### config.mk
export PLATFORM = sky130hd
export DESIGN_NAME = two_way_lru_cache_directory
export DESIGN_NICKNAME = d
export VERILOG_FILES = /design/src/design/twlru_pkg.sv /design/src/design/twlru_ram.sv /design/src/design/twlru_decide.sv /design/src/design/two_way_lru_cache_directory.sv
export SDC_FILE = /design/constraint.sdc
export NUM_CORES = 2
export LEC_CHECK = 0
export ABC_CLOCK_PERIOD_IN_PS = 7200
export BUFFER_PORTS_ARGS = -buffer_cell sky130_fd_sc_hd__buf_2
export CAP_MARGIN = 20
export CORE_ASPECT_RATIO = 2
export CORE_UTILIZATION = 45
export DETAILED_ROUTE_END_ITERATION = 12
export PLACE_DENSITY = 0.59
export RECOVER_POWER = 50
export SLEW_MARGIN = 10
export SYNTH_ARGS = -nofsm -noshare
export SYNTH_HDL_FRONTEND = slang
export SYNTH_HIERARCHICAL = 1
export SYNTH_SLANG_ARGS = --single-unit
### constraint.sdc
create_clock -name clk -period 7.2 [get_ports clk]
set_input_delay 0.72 -clock clk [delete_from_list [all_inputs] [get_ports clk]]
set_output_delay 0.72 -clock clk [all_outputs]
set_load 0.01 [all_outputs]
### src/design/twlru_pkg.sv
`timescale 1ns / 1ps

package twlru_pkg;

  // Address geometry
  localparam int ADDR_W      = 32;
  localparam int OFFSET_BITS = 5;
  localparam int NUM_SETS    = 64;
  localparam int SET_BITS    = $clog2(NUM_SETS);
  localparam int BLOCK_W     = ADDR_W - OFFSET_BITS;
  localparam int TAG_W       = BLOCK_W - SET_BITS;
  localparam int CNT_W       = 32;

  // One set entry as stored in the entry RAM: both way tags and the LRU bit
  typedef struct packed {
    logic             lru;
    logic [TAG_W-1:0] tag1;
    logic [TAG_W-1:0] tag0;
  } entry_t;

  localparam int ENTRY_W = $bits(entry_t);

  // Lookup outcome handed from the decision logic to the control
  typedef struct packed {
    logic             way;
    logic             miss;
    logic             replaced;
    logic [TAG_W-1:0] evicted_tag;
  } decision_t;

endpackage

### src/design/twlru_ram.sv
`timescale 1ns / 1ps

module twlru_ram #(
  parameter int WIDTH = 8,
  parameter int DEPTH = 16
) (
  input  logic                     clk,
  input  logic                     we,
  input  logic [$clog2(DEPTH)-1:0] waddr,
  input  logic [WIDTH-1:0]         wdata,
  input  logic                     re,
  input  logic [$clog2(DEPTH)-1:0] raddr,
  output logic [WIDTH-1:0]         rdata
);

  logic [WIDTH-1:0] mem [DEPTH];
  logic [WIDTH-1:0] rdata_r;

  // Write port
  always_ff @(posedge clk) begin
    if (we) begin
      mem[waddr] <= wdata;
    end
  end

  // Registered read port, holds until the next read
  always_ff @(posedge clk) begin
    if (re) begin
      rdata_r <= mem[raddr];
    end
  end

  assign rdata = rdata_r;

endmodule

### src/design/twlru_decide.sv
`timescale 1ns / 1ps

module twlru_decide (
  input  logic [twlru_pkg::TAG_W-1:0] tag,
  input  logic [1:0]                  valid,
  input  twlru_pkg::entry_t           entry,
  output twlru_pkg::decision_t        dec,
  output twlru_pkg::entry_t           entry_nxt
);

  // Check both ways, way 0 first; pick a fill or victim way on a miss
  always_comb begin
    dec = '0;
    if (valid[0] && (entry.tag0 == tag)) begin
      dec.way = 1'b0;
    end else if (valid[1] && (entry.tag1 == tag)) begin
      dec.way = 1'b1;
    end else begin
      dec.miss = 1'b1;
      if (!valid[0]) begin
        dec.way = 1'b0;
      end else if (!valid[1]) begin
        dec.way = 1'b1;
      end else begin
        dec.way         = entry.lru;
        dec.replaced    = 1'b1;
        dec.evicted_tag = entry.lru ? entry.tag1 : entry.tag0;
      end
    end
  end

  // Build the write-back entry: install tag on a miss, point LRU at the other way
  always_comb begin
    entry_nxt      = entry;
    entry_nxt.lru  = ~dec.way;
    if (dec.miss && !dec.way) begin
      entry_nxt.tag0 = tag;
    end
    if (dec.miss && dec.way) begin
      entry_nxt.tag1 = tag;
    end
  end

endmodule

### src/design/two_way_lru_cache_directory.sv
`timescale 1ns / 1ps

// Directory of a 2-way set-associative cache (64 sets, 32-byte lines, 32-bit
// byte addresses, LRU replacement). Each request is one address; each result
// gives the address split, the way that hit or was filled, the miss flag, the
// evicted tag (0 when nothing was evicted) and the running hit and miss
// totals, which wrap at 2^32. The set's entry (both tags and the LRU bit) is
// read from the entry RAM when a request is accepted; the lookup state then
// decides and writes the entry back, waiting while a result is not taken. A
// new request is taken only once the lookup is done. Valid bits are flip-flops
// cleared at reset, so the block is ready after reset with no clearing pass.
// The result register lets the next request be taken while a result waits.
module two_way_lru_cache_directory (
  input  logic                             clk,
  input  logic                             rst_n,
  input  logic                             in_valid,
  output logic                             in_ready,
  input  logic [twlru_pkg::ADDR_W-1:0]     in_address,
  output logic                             out_valid,
  input  logic                             out_ready,
  output logic [twlru_pkg::OFFSET_BITS-1:0] out_byte_offset,
  output logic [twlru_pkg::BLOCK_W-1:0]    out_block_number,
  output logic [twlru_pkg::SET_BITS-1:0]   out_set_index,
  output logic                             out_way_used,
  output logic [twlru_pkg::TAG_W-1:0]      out_tag_value,
  output logic                             out_is_miss,
  output logic                             out_replaced_valid,
  output logic [twlru_pkg::TAG_W-1:0]      out_evicted_tag,
  output logic [twlru_pkg::CNT_W-1:0]      out_hit_total,
  output logic [twlru_pkg::CNT_W-1:0]      out_miss_total
);

  typedef enum logic {
    S_IDLE,
    S_LOOKUP
  } state_t;

  state_t                               state_r;
  logic [twlru_pkg::ADDR_W-1:0]         addr_r;
  logic [twlru_pkg::NUM_SETS-1:0]       valid0_r;
  logic [twlru_pkg::NUM_SETS-1:0]       valid1_r;
  logic [twlru_pkg::CNT_W-1:0]          hit_cnt_r;
  logic [twlru_pkg::CNT_W-1:0]          miss_cnt_r;
  logic [twlru_pkg::CNT_W-1:0]          hit_cnt_nxt;
  logic [twlru_pkg::CNT_W-1:0]          miss_cnt_nxt;

  logic                                 out_valid_r;
  logic [twlru_pkg::OFFSET_BITS-1:0]    offset_r;
  logic [twlru_pkg::BLOCK_W-1:0]        block_r;
  logic [twlru_pkg::SET_BITS-1:0]       set_out_r;
  logic                                 way_r;
  logic [twlru_pkg::TAG_W-1:0]          tag_out_r;
  logic                                 miss_r;
  logic                                 replaced_r;
  logic [twlru_pkg::TAG_W-1:0]          evicted_r;

  logic                                 accept;
  logic                                 fire;
  logic [twlru_pkg::SET_BITS-1:0]       set_idx;
  logic [twlru_pkg::TAG_W-1:0]          tag;
  logic [twlru_pkg::ENTRY_W-1:0]        rd_data;
  twlru_pkg::entry_t                    entry;
  twlru_pkg::entry_t                    entry_nxt;
  twlru_pkg::decision_t                 dec;
  logic [1:0]                           valid_pair;

  // Handshake
  assign in_ready = (state_r == S_IDLE);
  assign accept   = in_valid && in_ready;
  assign fire     = (state_r == S_LOOKUP) && (!out_valid_r || out_ready);

  // Split the held address
  assign set_idx = addr_r[twlru_pkg::OFFSET_BITS +: twlru_pkg::SET_BITS];
  assign tag     = addr_r[twlru_pkg::ADDR_W-1 -: twlru_pkg::TAG_W];

  // Entry RAM: read at accept, write back when the request completes
  twlru_ram #(
    .WIDTH (twlru_pkg::ENTRY_W),
    .DEPTH (twlru_pkg::NUM_SETS)
  ) u_entry_ram (
    .clk   (clk),
    .we    (fire),
    .waddr (set_idx),
    .wdata (entry_nxt),
    .re    (accept),
    .raddr (in_address[twlru_pkg::OFFSET_BITS +: twlru_pkg::SET_BITS]),
    .rdata (rd_data)
  );

  assign entry      = twlru_pkg::entry_t'(rd_data);
  assign valid_pair = {valid1_r[set_idx], valid0_r[set_idx]};

  twlru_decide u_decide (
    .tag       (tag),
    .valid     (valid_pair),
    .entry     (entry),
    .dec       (dec),
    .entry_nxt (entry_nxt)
  );

  // Advance the totals, this request included
  assign hit_cnt_nxt  = hit_cnt_r + twlru_pkg::CNT_W'(!dec.miss);
  assign miss_cnt_nxt = miss_cnt_r + twlru_pkg::CNT_W'(dec.miss);

  // Capture the request address
  always_ff @(posedge clk) begin
    if (accept) begin
      addr_r <= in_address;
    end
  end

  // Sequencer, valid bits, totals and result register
  always_ff @(posedge clk) begin
    if (!rst_n) begin
      state_r     <= S_IDLE;
      out_valid_r <= 1'b0;
      valid0_r    <= '0;
      valid1_r    <= '0;
      hit_cnt_r   <= '0;
      miss_cnt_r  <= '0;
    end else begin
      case (state_r)
        S_IDLE: begin
          if (accept) begin
            state_r <= S_LOOKUP;
          end
          if (out_ready) begin
            out_valid_r <= 1'b0;
          end
        end
        S_LOOKUP: begin
          if (fire) begin
            state_r     <= S_IDLE;
            out_valid_r <= 1'b1;
            hit_cnt_r   <= hit_cnt_nxt;
            miss_cnt_r  <= miss_cnt_nxt;
            if (dec.miss && !dec.way) begin
              valid0_r[set_idx] <= 1'b1;
            end
            if (dec.miss && dec.way) begin
              valid1_r[set_idx] <= 1'b1;
            end
          end
        end
        default: begin
          state_r <= S_IDLE;
        end
      endcase
    end
  end

  // Result payload
  always_ff @(posedge clk) begin
    if (fire) begin
      offset_r   <= addr_r[twlru_pkg::OFFSET_BITS-1:0];
      block_r    <= addr_r[twlru_pkg::ADDR_W-1:twlru_pkg::OFFSET_BITS];
      set_out_r  <= set_idx;
      way_r      <= dec.way;
      tag_out_r  <= tag;
      miss_r     <= dec.miss;
      replaced_r <= dec.replaced;
      evicted_r  <= dec.evicted_tag;
    end
  end

  assign out_valid          = out_valid_r;
  assign out_byte_offset    = offset_r;
  assign out_block_number   = block_r;
  assign out_set_index      = set_out_r;
  assign out_way_used       = way_r;
  assign out_tag_value      = tag_out_r;
  assign out_is_miss        = miss_r;
  assign out_replaced_valid = replaced_r;
  assign out_evicted_tag    = evicted_r;
  assign out_hit_total      = hit_cnt_r;
  assign out_miss_total     = miss_cnt_r;

endmodule
# Yosys cells after proc, flatten, opt, wreduce, memory -nomap -nowiden
# Memories as Yosys holds them, arrays and structs flattened. A register that Yosys moved wholly into a read port is not among the register bits.
# Cells that the tools add are included.
# totals
register_bits	309
mem_bits_rw	2752
inputBits	36
out_inout_bits	149
word_cells	72
n_memories	1
# memory_table
name	words	word_bits	rd	rd_ports_with_merged_regs	write_ports	line	source
u_entry_ram.mem	64	43	1	1	1	twlru_ram.sv:16	logic [WIDTH-1:0] mem [DEPTH];
# classes
add_sub_neg	2
magnitude_cmp	2
n_eq_ne	4
n_mux	25
n_bitwise	6
reduce_logical	17
# op_table
cell	count
OR 64 bit	2
adder 32 x 1 -> 32 bit	2
2-to-1 mux 21 bit	3
2-to-1 mux 23 bit	2
2-to-1 mux 22 bit	2
== test 21 bit	2
2-to-1 mux 1 bit	13
binary-select mux 1 bit (select 6 bit)	2
logical AND 1 bit	7
< comparator 6 x 7 -> 1 bit, second input constant	1
demux 1 bit (select 6 bit)	1
greater-or-equal comparator 6 x 1 -> 1 bit, second input constant	1
AND reduction 3 bit	2
inequality test 2 x 1 -> 1 bit, second input constant	2
inverter 1 bit	4
one-hot mux 1 bit (2 select lines)	2
AND reduction 2 bit	2
OR reduction 4 bit	1
zero test 1 bit	3
OR reduction 3 bit	1
logical OR 1 bit	1

# Longest topological paths before layout
# logic_depth
word_depth	9
depth_mapped	19
depth_no_buf	14

# Cells and area by module
# The synthesis kept the hierarchy.
# by_module_without_submodules
module	instances	cells_per_inst	area_per_inst_um2	seq_area_each_um2
twlru_ram	1	4444	105824.0	83930.5
two_way_lru_cache_directory	1	1063	11290.8	6526.3
twlru_decide	1	180	1491.4	0.0

# Worst setup path after synthesis
# OpenSTA, ideal clock, no wires.
# synth_timing
kind	input port to flip-flop
startpoint	in out_ready
endpoint	mem u_entry_ram/mem[48][0] (netlist name), enable pin
setup_time_ns	0.496
arrival_ns	5.338
t_required_ns	6.704
path_slack_ns	1.365
stages	6
n_path_buf	0
path_cell_list	nand2b_1 nand2_1 clkinv_1 nor2b_1 nand4b_1 nor3_1
# synth_between
elab_chain_cells	4
# synth_lines
element	line	source
start: declaration	two_way_lru_cache_directory.sv:20	input logic out_ready,
logical OR 1 bit	two_way_lru_cache_directory.sv:70	assign fire = (state_r == S_LOOKUP) && (!out_valid_r || out_ready);
logical AND 1 bit	two_way_lru_cache_directory.sv:70	
net fire	two_way_lru_cache_directory.sv:58	logic fire;
2-to-1 mux 1 bit	twlru_ram.sv:21	if (we) begin
2-to-1 mux 1 bit (not written as such)	twlru_ram.sv:22	mem[waddr] <= wdata;
end: declaration	twlru_ram.sv:16	
# The timed path passes the listed nets, and every way through them passes these cells.

# Worst setup path after layout
# layout_timing
startpoint	reg out_valid_r, in the netlist out_valid
endpoint	mem u_entry_ram/mem[43][33] (netlist name), enable pin
# layout_between
elab_chain_cells	5
# layout_lines
element	line	source
start: declaration	two_way_lru_cache_directory.sv:47	logic out_valid_r;
start signal: assignment	two_way_lru_cache_directory.sv:116	out_valid_r <= 1'b0;
start signal: assignment	two_way_lru_cache_directory.sv:128	out_valid_r <= 1'b0;
start signal: assignment	two_way_lru_cache_directory.sv:134	out_valid_r <= 1'b1;
zero test 1 bit	two_way_lru_cache_directory.sv:70	
logical OR 1 bit	two_way_lru_cache_directory.sv:70	
logical AND 1 bit	two_way_lru_cache_directory.sv:70	
net fire	two_way_lru_cache_directory.sv:58	
2-to-1 mux 1 bit	twlru_ram.sv:21	
2-to-1 mux 1 bit (not written as such)	twlru_ram.sv:22	
# The timed path passes the listed nets, and every way through them passes these cells.

==> flow_summary.yaml <==
run_status:
  outcome: "complete, but fails checks"
  violations: "max-capacitance violations, max-slew violations"
power_and_ir_drop:
  vdd_ir_drop_max_v: 0.000175
  p_leak_uw: 0.0412
  pwr-share-clk_pct: 39.3
  p_switching_uw: 8320
  p_sw_share_pct: 22.4
  p_comb_share_pct: 6.5
  power_uw: 37200
  p_per_area_mw_per_mm2: 280
  seqPwrFrac_pct: 54.2
  p_int_uw: 28900
synthesis:
  synthAdderAreaFrac_pct: 0.0422
  synth_xor_xnor_area_share_pct: 0.635
  yosysWarnings: 6
  yosysUniqueCellTypes: 70
  synth.area.mux_share_pct: 16.1
  syn_nets: 5727
  synth_flop_cell: "edfxtp_1"
  synthCells: 5687
  ys_seq_area_share_pct: 76.3
  syn_area_mm2: 0.119
  synth_top_family_by_area: "multiplexers"
  synth-simple-area-share_pct: 2.86
  yosys_register_bits: 3077
  synth-edff-count: 2883
  synthArstFlopShare_pct: 0
  avgSynthCellArea_um2: 20.9
  synth-compound-area-share_pct: 2.58
sta:
  finalSetupViolCount: 0
  period_share_pct: 89.4
  rsz0062_at_grt: "false"
  whs_ns: 0.0933
  setup_ws_ns: 0.763
  tightestPinTransition_ns: 3.77
  hold_viol: 0
  fin_tns_setup_ns: 0
  skew_ns: 0.0725
  maxSlewHeadroom_pct: -151
  max_freq_ghz: 0.155
  min_period_ns: 6.44
  drv_slew: 2402
global_route:
  grt_pass1_vias: 62183
  grt_usage_pct: 27.0
  antenna_found_initial: 9
  grt_pass1_wl_mm: 491
  grt_max_degree: 103
  overflow: 0
place:
  placedCellCount: 9251
  place_congestion: 0.937
  post-place-ws_ns: 1.87
  io_buffers: 184
  hpwl_mm: 217
clock_network:
  tritoncts: "done"
  clk_pin_slew_ns: 0.07
  cts_resized: 0
  cts_buffer_depth: 4
  cts_made_buffers: 278
  cts.sinks: 3077
  htree_levels: 5
  clock_latency_ns: 0.90
  post_cts_buffers: 0
  ctsHoldBuffers: 26
  root_buffer: "clkbuf_16"
floorplanning:
  rows: 266
  core_mm2: 0.262
  die_x_um: 365
  dieArea_mm2: 0.266
  start_util_pct: 45.2
  fp.dieH_um: 728
  ios: 185
final_layout:
  synthToLayoutAreaGrowth_pct: 12.1
  most-common-layout-cells: "edfxtp_1 (2883), mux4_2 (731), nor2_1 (327)"
  nFillCells: 21094
  nNetsFinal: 6121
  multi_input_area_mm2: 0.0265
  instances_no_fill: 9774
  drive_gt1_share_pct: 23.6
  final-seq-area_mm2: 0.0905
  final_common_cell: "edfxtp_1"
setup_path:
  worst-endpoint-required_ns: 7.62
  cp_max_fo: 38
  cp_common_cell: "clkbuf_1"
  slowest_delay_ns: 1.92
  critical-path-top-delay-family: "simple AND/OR/NAND/NOR gates"
  cp_slowest_cell: "nor2_1"
  crit_buf_inv: 4
  path_cells: "nand2b_1 -> nand2_1 -> clkbuf_1 -> clkinvlp_2 -> buf_4 -> nand3_1 -> nor2_1 -> clkbuf_1"
  start_kind: "flip-flop"
  arrival_ns: 6.86
  endpoint_kind: "flip-flop"
  critPathKind: "reg2reg"
routing:
  drc: 0
  wl_mm: 357
  drtAntennaViolNets: 0
  wl_per_cell_um: 36.6
  vias: 60923
  routed_via_density: 6.23
  first_iter_violations: 6375
  drtPass1Iterations: 7
run:
  drv_cap: 100
min_path:
  worstHoldPathType: "in2reg"
==> tightest hold or removal path: cells and delay by family <==
kind | cells | cell delay, ns
simple gates | 1 | 0.08
compound gates | 1 | 0.07
buf+inv | 1 | 0.09
==> kinds of logic (layout without fill, tap and decap cells) <==
kind of cell	after synthesis	count (layout)
buffers and inverters	362	961
AO/OA/AOI/OAI	494	494
adder cells (fa/ha/maj)	4	4
flip-flops	3077	3077
AND/OR/NAND/NOR	689	689
other	0	4
XOR/XNOR	86	86
multiplexers	975	975
==> power groups by stage <==
stage	Combinational, uW	Sequential (uW)	Clock [uW]
after global placement	2360	20500	0
final	2420	20100	14600
after detailed placement	2420	20500	0
after global routing	2510	20100	15400
after CTS	2430	20100	14900
after floorplan	1340	20500	0
==> state kept, by name, indices dropped and copies added (netlist names) <==
name and cells:
out_block_number 27, addr_r 32, out_way_used 1, out_hit_total 32, u_entry_ram/rdata 43, valid0_r 64, out_byte_offset 5, out_is_miss 1
out_replaced_valid 1, state_r 1, out_valid 1, valid1_r 64, out_evicted_tag 21, u_entry_ram/mem 2752, out_miss_total 32
==> Yosys cell counts, drive strengths merged, types with 2 or more instances <==
cell type,n,area [um2]
nor4,20,174
a221o,2,20.0
xor2,29,254
nand3,30,155
nand4b,2,17.5
clkbuf,147,576
and4,6,53.8
o22ai,150,938
inv,15,56.3
nand4,52,380
nand2b,14,87.6
or4,2,15.0
mux2,118,1330
o22a,2,17.5
dfxtp,194,3880
nand2,54,203
mux4,731,16500
buf,199,1210
nor3b,3,22.5
or2,8,50.1
a21oi,152,761
a32oi,3,26.3
o21ai,45,229
a221oi,8,70.1
a31oi,34,213
nor3,66,350
o221ai,35,307
xnor2,57,499
mux2i,126,1260
and3b,3,26.3
and3,12,76.3
or3b,7,61.3
and2,13,81.3
a211oi,10,75.1
o21a,34,255
a22oi,13,97.6
nand3b,8,63.8
nor2,349,1320
nor2b,21,131
ha,4,50.1
or3,18,113
edfxtp,2883,86600
a22o,3,26.3
==> routing by layer <==
| metal | vias up | GRT usage (%) | share of wire, % | routed length (um) |
|---|---|---|---|---|
| li1 | 24316 | - | - | - |
| met1 | 32963 | 30.2 | 34 | 120000 |
| met4 | 0 | 17.6 | 8.0 | 28700 |
| met5 | - | 0 | 0 | 0 |
| met2 | 2864 | 47.7 | 52 | 186000 |
| met3 | 780 | 3.77 | 6.5 | 23300 |
==> stage by stage <==
| step | instance area (um2) | utilization, % |
|---|---|---|
| floorplan | 119000 | - |
| global placement | 125000 | 47.6 |
| detailed placement | 125000 | 47.6 |
| CTS | 134000 | 51.0 |
| global route | 133000 | 50.7 |
| finish | 133000 | 50.7 |
==> area by class of cell <==
class / instances / share of cell area [%]
diodes: 4 / 0.00753
clock buffers: 358 / 5.69
clock inverters: 127 / 0.853
inverters: 16 / 0.0480
multi-input cells: 2248 / 19.9
flip-flops and latches: 3077 / 68.0
well taps: 3484 / 3.28
repair buffers: 460 / 2.16
==> worst paths after layout <==
kind                           from                                end  slack [ns]  cells after the start
min                        in_valid                 state_r$_SDFF_PN0_        0.09                      3
max          out_valid$_SDFFE_PN0P_  u_entry_ram/mem[43][33]$_DFFE_PP_        0.76                      8
max reg2reg  out_valid$_SDFFE_PN0P_  u_entry_ram/mem[43][33]$_DFFE_PP_        0.76                      8
min reg2reg     addr_r[0]$_DFFE_PP_       out_byte_offset[0]$_DFFE_PP_        0.42                      0
No activity file was read; power rests on OpenSTA's default activity.
